--- config.mk ---
export PLATFORM = sky130hd
export DESIGN_NAME = sepw_mod
export DESIGN_NICKNAME = d
export VERILOG_FILES = /design/src/hdl/serial_eeprom_page_write_memory_top_assert.svh /design/src/hdl/sepw_pkg.sv /design/src/hdl/sepw_mod.sv
export SDC_FILE = /design/constraint.sdc
export NUM_CORES = 1
export LEC_CHECK = 0
export ABC_AREA = 1
export ABC_CLOCK_PERIOD_IN_PS = 4500
export BUFFER_PORTS_ARGS = -buffer_cell sky130_fd_sc_hd__buf_2
export CAP_MARGIN = 20
export CORE_MARGIN = 2
export CORE_UTILIZATION = 55
export DETAILED_ROUTE_END_ITERATION = 16
export HOLD_SLACK_MARGIN = 0.12
export PLACE_DENSITY = 0.87
export SETUP_SLACK_MARGIN = 0.02
export SLEW_MARGIN = 20
export SYNTH_ARGS = -nofsm -noshare
export SYNTH_HDL_FRONTEND = slang
export SYNTH_SLANG_ARGS = --single-unit
--- constraint.sdc ---
create_clock -name clk_i -period 4.5 [get_ports clk_i]
set_input_delay 0.225 -clock clk_i [delete_from_list [all_inputs] [get_ports clk_i]]
set_output_delay 0.225 -clock clk_i [all_outputs]
set_load 0.1 [all_outputs]
--- src/hdl/serial_eeprom_page_write_memory_top_assert.svh ---
`ifndef SERIAL_EEPROM_PAGE_WRITE_MEMORY_TOP_ASSERT_SVH
`define SERIAL_EEPROM_PAGE_WRITE_MEMORY_TOP_ASSERT_SVH

// assertion helpers, empty in synthesis
`ifndef SYNTHESIS
`define SEPW_ASSERT(lbl, clk, rstn, prop, msg) \
  lbl: assert property (@(posedge clk) disable iff (!rstn) prop) else $error(msg);
`define SEPW_ASSERT_NEVER(lbl, clk, rstn, cond, msg) \
  lbl: assert property (@(posedge clk) disable iff (!rstn) !(cond)) else $error(msg);
`else
`define SEPW_ASSERT(lbl, clk, rstn, prop, msg)
`define SEPW_ASSERT_NEVER(lbl, clk, rstn, cond, msg)
`endif

`endif

--- src/hdl/sepw_pkg.sv ---
package sepw_pkg;

  localparam int unsigned MEM_DEPTH = 65536;
  localparam int unsigned MAX_PAGE  = 64;

  localparam int unsigned ADDR_W    = 16;
  localparam int unsigned SIZE_W    = 17;
  localparam int unsigned PAGE_W    = 7;
  localparam int unsigned MASK_W    = $clog2(MAX_PAGE);
  localparam int unsigned DATA_W    = 8;
  localparam int unsigned KIND_W    = 3;
  localparam int unsigned CFG_IDX_W = 2;
  localparam int unsigned CNT_W     = $clog2(ADDR_W);

  localparam logic [SIZE_W-1:0] MIN_SIZE      = SIZE_W'(128);
  localparam logic [SIZE_W-1:0] MAX_SIZE      = SIZE_W'(MEM_DEPTH);
  localparam logic [SIZE_W-1:0] MEM_SIZE_RST  = SIZE_W'(256);
  localparam logic [PAGE_W-1:0] PAGE_SIZE_RST = PAGE_W'(16);
  localparam logic [ADDR_W-1:0] CLR_LAST      = ADDR_W'(MEM_DEPTH - 1);
  localparam logic [CNT_W-1:0]  CNT_LAST      = CNT_W'(ADDR_W - 1);

  localparam logic [KIND_W-1:0] KIND_SEQ_RD  = 3'd0;
  localparam logic [KIND_W-1:0] KIND_PAGE_WR = 3'd1;
  localparam logic [KIND_W-1:0] KIND_DIR_RD  = 3'd2;
  localparam logic [KIND_W-1:0] KIND_DIR_WR  = 3'd3;
  localparam logic [KIND_W-1:0] KIND_CLEAR   = 3'd4;

  localparam logic [CFG_IDX_W-1:0] CFG_MEM_SIZE  = 2'd0;
  localparam logic [CFG_IDX_W-1:0] CFG_PAGE_SIZE = 2'd1;
  localparam logic [CFG_IDX_W-1:0] CFG_WP        = 2'd2;

  typedef struct packed {
    logic              start;
    logic [ADDR_W-1:0] dividend;
    logic [SIZE_W-1:0] divisor;
  } sepw_mod_req_t;

  typedef struct packed {
    logic              busy;
    logic              done;
    logic [ADDR_W-1:0] rem;
  } sepw_mod_sts_t;

  function automatic logic [SIZE_W-1:0] eff_size(input logic [SIZE_W-1:0] s);
    logic [SIZE_W-1:0] r;
    priority if (s < MIN_SIZE) begin
      r = MIN_SIZE;
    end else if (s > MAX_SIZE) begin
      r = MAX_SIZE;
    end else begin
      r = s;
    end
    return r;
  endfunction

  function automatic logic [MASK_W-1:0] page_mask(input logic [PAGE_W-1:0] p);
    logic [MASK_W-1:0] m;
    unique case (p)
      7'd8:    m = MASK_W'(7);
      7'd16:   m = MASK_W'(15);
      7'd32:   m = MASK_W'(31);
      7'd64:   m = MASK_W'(63);
      default: m = MASK_W'(15);
    endcase
    return m;
  endfunction

endpackage

--- src/hdl/sepw_mod.sv ---
module sepw_mod (
  input  logic                    clk_i,
  input  logic                    rst_ni,
  input  sepw_pkg::sepw_mod_req_t req_i,
  output sepw_pkg::sepw_mod_sts_t sts_o
);
  import sepw_pkg::*;

  logic              busy_q, busy_d;
  logic              fin_q, fin_d;
  logic [CNT_W-1:0]  cnt_q, cnt_d;
  logic [ADDR_W-1:0] rem_q, rem_d;
  logic [ADDR_W-1:0] dvd_q, dvd_d;
  logic [SIZE_W-1:0] div_q, div_d;
  logic [SIZE_W-1:0] shifted;
  logic              fast;

  // already below the divisor: no iteration needed
  assign fast    = {1'b0, req_i.dividend} < req_i.divisor;
  assign shifted = {rem_q, dvd_q[ADDR_W-1]};

  always_comb begin
    busy_d = busy_q;
    fin_d  = 1'b0;
    cnt_d  = cnt_q;
    rem_d  = rem_q;
    dvd_d  = dvd_q;
    div_d  = div_q;
    if (busy_q) begin
      if (shifted >= div_q) begin
        rem_d = ADDR_W'(shifted - div_q);
      end else begin
        rem_d = shifted[ADDR_W-1:0];
      end
      dvd_d = {dvd_q[ADDR_W-2:0], 1'b0};
      cnt_d = cnt_q + CNT_W'(1);
      if (cnt_q == CNT_LAST) begin
        busy_d = 1'b0;
        fin_d  = 1'b1;
      end
    end else if (req_i.start && !fin_q && !fast) begin
      busy_d = 1'b1;
      cnt_d  = '0;
      rem_d  = '0;
      dvd_d  = req_i.dividend;
      div_d  = req_i.divisor;
    end
  end

  always_ff @(posedge clk_i or negedge rst_ni) begin
    if (!rst_ni) begin
      busy_q <= 1'b0;
      fin_q  <= 1'b0;
      cnt_q  <= '0;
    end else begin
      busy_q <= busy_d;
      fin_q  <= fin_d;
      cnt_q  <= cnt_d;
    end
  end

  always_ff @(posedge clk_i) begin
    rem_q <= rem_d;
    dvd_q <= dvd_d;
    div_q <= div_d;
  end

  assign sts_o.busy = busy_q;
  assign sts_o.done = fin_q | (req_i.start & ~busy_q & ~fin_q & fast);
  assign sts_o.rem  = fin_q ? rem_q : req_i.dividend;

endmodule

; Yosys cells after proc, flatten, opt, wreduce, memory -nomap -nowiden
; Cells that the tools add are included.
[classes]
mux = 13
addsub = 2
order_cmp = 2
bitwise = 6
n_reduce_logical = 6
eq_ne = 1
[op_table]
columns = operator, count
row1 = two-way mux 16 bit, 6
row2 = greater-or-equal comparator 17 bit, 1
row3 = less-than comparator 16 x 17 -> 1 bit, 1
row4 = subtractor 16 bit, 1
row5 = two-way mux 4 bit, 2
row6 = two-way mux 1 bit, 5
row7 = "adder 4 x 1 -> 4 bit, second input constant", 1
row8 = "equality test 4 bit, second input constant", 1
row9 = AND 1 bit, 3
row10 = logical AND 1 bit, 2
row11 = logical NOT 1 bit, 2
row12 = NOT 1 bit, 2
row13 = AND reduction 2 bit, 1
row14 = nonzero test 2 bit, 1
row15 = OR 1 bit, 1
[totals]
elab_cells = 37
inputBits = 36
out_inout_bits = 18
ff_bits = 55

; Depth between registers and ports, before layout
; Gate-level depths: netlist (run 1).
[logic_depth]
ltp_word = 5
mapped_depth = 14
ltp_nobuf = 14

; Worst setup path after synthesis (run 1)
; OpenSTA, ideal clock, no wires.
[synth_timing]
kind = reg2out
startpoint = reg fin_q
endpoint = out sts_o[12] in the netlist's numbering
n_path_buf = 2
path_slack_ps = 1467
path_stages_with_launch = 4
arrival_time_ps = 2808
cell_sequence = dfrtp_1 clkbuf_1 clkbuf_1 o21ai_0
[synth_lines]
columns = item, line
row1 = "start, declared", sepw_mod.sv:10  ; logic fin_q, fin_d;
row2 = "start signal, assigned", sepw_mod.sv:57  ; fin_q <= fin_d;
row3 = "end, declared", sepw_mod.sv:5  ; output sepw_pkg::sepw_mod_sts_t sts_o

; Worst setup path after layout (run 1)
[layout_timing]
startpoint = in req_i[8] in the netlist's numbering
endpoint = reg div_q[8] (enable)
[layout_via]
elab_chain_len = 4
[layout_rtl]
columns = item, line
row1 = "start, declared", sepw_mod.sv:4  ; input sepw_pkg::sepw_mod_req_t req_i,
row2 = less-than comparator 16 x 17 -> 1 bit, sepw_mod.sv:19  ; assign fast = {1'b0, req_i.dividend} < req_i.divisor;
row3 = logical NOT 1 bit, sepw_mod.sv:41  ; end else if (req_i.start && !fin_q && !fast) begin
row4 = logical AND 1 bit, sepw_mod.sv:41
row5 = AND reduction 2 bit (no line), --
row6 = "end signal, assigned", sepw_mod.sv:65  ; div_q <= div_d;
row7 = "end, declared", sepw_mod.sv:14  ; logic [SIZE_W-1:0] div_q, div_d;
; Every way passes these cells.
; A chain may end at the register's enable or synchronous reset.

==> results.ini, run 1 <==
[floorplan]
io-pin-count=54
die_area_sq_um=8330
rows=31
die_h_microns=91.3
die_width_microns=91.3
core_sq_um=7330
start_util_pct=57.2

[clock_tree]
clk_pin_slew_worst_paths_ps=100
postCtsSetupBuffers=0
worstSkewPairLatency_ps=320
ctsLongestPathBuffers=2
cts_root_buf=clkbuf_8
tritoncts=done
h-tree-depth=2
numCtsBuffers=5
cts_sinks=55

[critical_path]
worst_path_dominant_cell_family=buffers and inverters
crit_arrival_ps=2860
cp.required_ps=4460
start_kind=primary input
path_buf_inv=4
critical_path_cell_count=12
path_class=primary input to flop
max_stage_delay_ps=700
end_kind=flop
crit_fanout=19
rrSetupSlack_ps=1950
r2r-start=fin_q$_DFF_PN0_
slowest_stage=inv_1
crit_start=req_i[8]
crit_chain=dlygate4sd3_1 -> buf_2 -> inv_1 -> ha_1 -> nand2_1 -> nor2_1 -> nand3_1 -> nor2_1 -> nor2_1 -> nand2_1 -> nand2_1 -> inv_1
reg2reg_depth=5

[global_routing]
grt_pass1_wl_mm=17.5
overflow=0
antenna_found_initial=0
grt_usage_pct=26.0
grt_max_degree=35
grt_pass1_vias=3828

[route]
wl_met2_mm=5.09
viasPerCell=5.32
drtIter0Drc=316
vias=3898
drc=0
wl_met3_microns=731
drt.antenna.violating_nets=0
m1WireLength_mm=4.21
top_layer=met4
dr.pass1.iters=5
drt-total-wl_mm=10.3
drt-wirelength-per-cell_microns=14.0

[hold_path]
hold_depth=3
min_from=req_i[17]
hold_class=primary input to flop

[finish]
ff_latch_area_sq_um=1610
antennaDiodeCount=0
nets=703
syn_to_final_growth_pct=14.9
drive_above_1_share_pct=15.5
multiInputGateArea_sq_um=2040
fillers=596

[sta]
worst_slack_ps=1600
finalCritPeriodShare_pct=64.5
max_freq_mhz=344
max-slew-margin-rel_pct=40.6
rsz0062_at_grt=no
worst_pin_slew_ps=891
min_period_ps=2900
clock_skew_ps=7.36
setup_violations=0
drv_slew=0
whs_ps=134
final_hold_viol_count=0
setup_tns_ps=0

[logic_synthesis]
synth_edf_count=48
yosys.area.top_type=edfxtp_1
yosys.cell_types.count=34
yosysTopAreaCellShare_pct=34.4
avgSynthCellArea_sq_um=7.39
postSynthCellCount=567
synth_area_sq_um=4190
synthTopCellsByCount=nand2_1 (177), inv_1 (121), edfxtp_1 (48)
synth_warnings=0
synth_seq_area_share_pct=38.5
yosysMostFrequentCell=nand2_1
syn-num-nets=637
postSynth.asyncResetShare_pct=10.9
synthFlopType=edfxtp_1
synth_seq_cells=55
synth_area_leaders=edfxtp_1 (34%), nand2_1 (16%), inv_1 (11%)

[placement]
io_buffers=53
hpwlAfterDp_mm=7.51
pre_cts_slack_ps=1850
gp_congestion=0.951

[power_and_ir_drop]
leakagePower_uw=0.00262
power_density_nw_per_um2=651
p_seq_share_pct=30.3
power_frac_comb_pct=57.6
swShare_pct=49.8
p_int_uw=1570
switchingPower_uw=1560
power_frac_clock_pct=12.1
irDropWorstVdd_uv=468

[outcome]
outcome=complete, no violations

[flow_run]
drv_cap=0

per-layer routing:
| layer | global-route usage [%] | vias up |
|---|---|---|
| met2 | 46.0 | 180 |
| met5 | 0 | - |
| met3 | 3.32 | 31 |
| met1 | 32.8 | 1797 |
| li1 | - | 1890 |
| met4 | 8.71 | 0 |
what timing repair did:
item,CTS,global route
hold buffers,17,0
hold endpoints to repair,22,0
gates resized for setup,0,0
worst min-delay path: cells and delay by family:
kind	cells	cell delay, ps
AND/OR/NAND/NOR	2	100
buffers and inverters	1	100
power groups by stage:
| stage | registers [uW] | logic (uW) | clock network (uW) |
|---|---|---|---|
| after global routing | 967 | 2000 | 393 |
| after floorplan | 904 | 1450 | 0 |
| final | 950 | 1810 | 378 |
| after CTS | 944 | 1780 | 376 |
| after global placement | 944 | 1680 | 0 |
| after detailed placement | 956 | 1750 | 0 |
placed cells by master (no fill, tap or decap), drive strengths merged, types with 3 or more instances in the layout:
master,instances
nand2,181
inv,122
nor2,56
buf,55
edfxtp,48
nand3,35
ha,33
o21ai,32
dlygate4sd3,17
a21oi,13
nand4,7
xor2,6
dfrtp,6
clkbuf,6
nor3,3
through the flow:
| stage | power [uW] | cells | utilization, % | instance area, sq um |
|---|---|---|---|---|
| 2_1_floorplan | 2360 | 567 | - | 4190 |
| 3_3_place_gp | 2630 | 708 | 61.6 | 4510 |
| 3_5_place_dp | 2700 | 708 | 61.6 | 4510 |
| 4_1_cts | 3100 | 733 | 65.7 | 4810 |
| 5_1_grt | 3360 | 733 | 65.7 | 4810 |
| 6_report | 3140 | 733 | 65.7 | 4810 |
registers in the layout (all words and copies together) (netlist names):
name / count
dvd_q: 16
rem_q: 16
fin_q: 1
busy_q: 1
cnt_q: 4
div_q: 17
path summary, 6_finish.rpt:
path,endpoint
worst max register to register,div_q[8]$_DFFE_PP_
min in group asynchronous,cnt_q[3]$_DFFE_PN0P_
max in group asynchronous,busy_q$_DFF_PN0_
worst min register to register,dvd_q[0]$_SDFFE_PP0P_
worst min-delay path,dvd_q[0]$_SDFFE_PP0P_
worst max-delay path,div_q[8]$_DFFE_PP_
final cells by class:
cell class                 count  share of cell area (%)
inverter                     122                    9.56
clock buffer                   6                    1.95
multi-input combinational    377                    42.3
clock inverter                 2                   0.780
timing repair buffer          72                    9.36
tap                           99                    2.57
sequential                    55                    33.5
logic make-up after synthesis:
logic type,Yosys count,share of synthesized area [%]
flip-flops,55,38.5
buffers and inverters,135,12.9
AND/OR/NAND/NOR,288,30.8
AO/OA/AOI/OAI,47,5.82
adder cells (fa/ha/maj),34,10.3
XOR/XNOR,8,1.67
No activity file was read; power rests on OpenSTA's default activity.
==> run 2, diff against run 1 <==
Settings changed: ABC_CLOCK_PERIOD_IN_PS 4500 to 2500, CORE_UTILIZATION 55 to 53, PLACE_DENSITY 0.87 to 0.88.
Clock period 4.5 ns to 2.5 ns, I/O delays scaled along.
==> results.ini, run 2 (synthesis results as in run 1) <==
[floorplan]
core_sq_um=7690  ; +4.9%
start_util_pct=54.5  ; -2.7 points
die_width_microns=92.9  ; +1.8%
rows=32  ; +3.2%
die_area_sq_um=8630  ; +3.6%
die_h_microns=92.9  ; +1.8%
io-pin-count=54  ; unchanged

[route]
viasPerCell=5.24  ; -1.4%
dr.pass1.iters=5  ; unchanged
drt.antenna.violating_nets=0  ; unchanged
drc=0  ; unchanged
drt-total-wl_mm=10.6  ; +2.8%
vias=3890  ; -0.21%
drt-wirelength-per-cell_microns=14.3  ; +1.5%
drtIter0Drc=297  ; -6.0%

[critical_path]
crit_start=rem_q[14]$_SDFFCE_PN0P_
critical_path_cell_count=10  ; -2
crit_chain=ha_1 -> nand2_1 -> nor2_1 -> nor2_1 -> nand2_1 -> nor2_4 -> nand2_4 -> inv_4 -> nor2_1 -> nor2_1
cp.required_ps=2680  ; -1780 ps
worst_path_dominant_cell_family=simple AND/OR/NAND/NOR gates
r2r-start=rem_q[14]$_SDFFCE_PN0P_
path_class=flop to flop
start_kind=flop
max_stage_delay_ps=460  ; -240 ps
crit_fanout=16  ; -3
crit_arrival_ps=2540  ; -320 ps
path_buf_inv=1  ; -3
end_kind=flop
path_common_cell=nor2_1
slowest_stage=edfxtp_1
reg2reg_depth=10  ; +5

[global_routing]
grt_pass1_wl_mm=16.9  ; -3.1%
grt_usage_pct=24.8  ; -1.2 points
grt_max_degree=33  ; -5.7%
antenna_found_initial=0  ; unchanged
grt_pass1_vias=3726  ; -2.7%
overflow=0  ; unchanged

[placement]
io_buffers=53  ; unchanged
hpwlAfterDp_mm=8.09  ; +7.6%
gp_congestion=1.00  ; +5.6%
placed_cell_area_sq_um=4560  ; +1.0%
pre_cts_slack_ps=221  ; -1630 ps

[sta]
worst_pin_slew_ps=494  ; -398 ps
finalCritPeriodShare_pct=94.3
rsz0062_at_grt=no
worst_slack_ps=142  ; -1450 ps
min_period_ps=2360
setup_violations=0  ; unchanged
final_hold_viol_count=0  ; unchanged
max-slew-margin-rel_pct=67.3  ; +27 points
setup_tns_ps=0  ; unchanged
clock_skew_ps=7.99  ; +0.628 ps
drv_slew=0  ; unchanged
max_freq_mhz=424

[power_and_ir_drop]
p_int_uw=2700  ; +72%
leakagePower_uw=0.00263  ; +0.42%
power_frac_clock_pct=9.3  ; -2.8 points
irDropWorstVdd_uv=868  ; +86%
power_frac_comb_pct=60.5  ; +2.9 points
p_seq_share_pct=30.3  ; about the same
swShare_pct=51.3  ; +1.4 points
switchingPower_uw=2840  ; +81%
power_density_nw_per_um2=1140  ; +75%

[finish]
top_regs=div_q (17), dvd_q (16), rem_q (16)
fillers=616  ; +3.4%
syn_to_final_growth_pct=15.7
largest_reg_flops=17  ; unchanged
drive_above_1_share_pct=15.9  ; +0.48 points
mostFrequentLayoutCells=nand2_1 (177), inv_1 (121), buf_2 (52)
postLayoutCellArea_sq_um=4850  ; +0.70%
final_common_cell=nand2_1
nets=709  ; +0.85%
regMostFlops=div_q
antennaDiodeCount=0  ; unchanged

[clock_tree]
numCtsBuffers=5  ; unchanged
h-tree-depth=2  ; unchanged
cts_root_buf=clkbuf_8
tritoncts=done
postCtsSetupBuffers=0  ; unchanged
clk_pin_slew_worst_paths_ps=100  ; about the same
ctsLongestPathBuffers=2  ; unchanged
cts_sinks=55  ; unchanged
worstSkewPairLatency_ps=320  ; about the same

[outcome]
outcome=complete, no violations

[hold_path]
hold_class=primary input to async pin

[flow_run]
drv_cap=0  ; unchanged

==> run 2: area by class of cell <==
cell class / instances / area [sq um] / area share [%]
Clock inverter: 3 / 23.8 / 0.490
Multi-Input combinational cell: 377 / 2040 / 42.0
Clock buffer: 5 / 68.8 / 1.42
Timing Repair Buffer: 78 / 519 / 10.7
Inverter: 122 / 460 / 9.50
Sequential cell: 55 / 1610 / 33.2
Tap cell: 102 / 128 / 2.63
==> run 2: final timing paths <==
check / slack [ps] / end
worst max register to register: 140 / rem_q[15]$_SDFFCE_PN0P_
worst min-delay path: 150 / cnt_q[1]$_DFFE_PN0P_
max in group asynchronous: 2210 / cnt_q[2]$_DFFE_PN0P_
worst min register to register: 480 / dvd_q[0]$_SDFFE_PP0P_
worst max-delay path: 140 / rem_q[15]$_SDFFCE_PN0P_
min in group clk_i: 210 / dvd_q[14]$_DFFE_PP_
==> run 2: what timing repair did <==
action                                  4_1_cts  5_1_grt
gates resized for setup                       0        2
endpoints found under the hold margin        24        0
endpoints found under the setup margin        0       23
hold buffers                                 19        0
==> run 2: power groups by stage <==
stage	clock network (uW)	registers (uW)	logic, uW
final	513	1670	3350
after global routing	535	1710	3660
after CTS	512	1670	3290
after detailed placement	0	1690	3230
after global placement	0	1660	3170
after floorplan	0	1630	2620
==> run 2: worst register-to-register path: cells and delay by family (launching register included) <==
kind                       cells  cell delay [ps]
and+or+nand+nor                8             1160
DFF                            1              460
adders and majority gates      1              370
buffers and inverters          1              240
==> run 2: metrics by stage <==
stage                     total power [uW]  util [%]  instances  hold slack (ps)
after floorplan                       4250         -        567             -171
after global placement                4830      59.3        715            -51.3
after detailed placement              4920      59.3        715            -47.1
after CTS                             5470      63.0        742              149
after global routing                  5900      63.1        742              171
final                                 5530      63.1        742              153
==> run 2: routing by layer <==
metal / vias to the layer above / share of wire, % / global-route usage [%]
li1: 1904 / - / -
met1: 1818 / 42 / 30.8
met2: 149 / 50 / 44.0
met3: 19 / 5.5 / 2.93
met4: 0 / 2.3 / 9.31
met5: - / 0 / 0
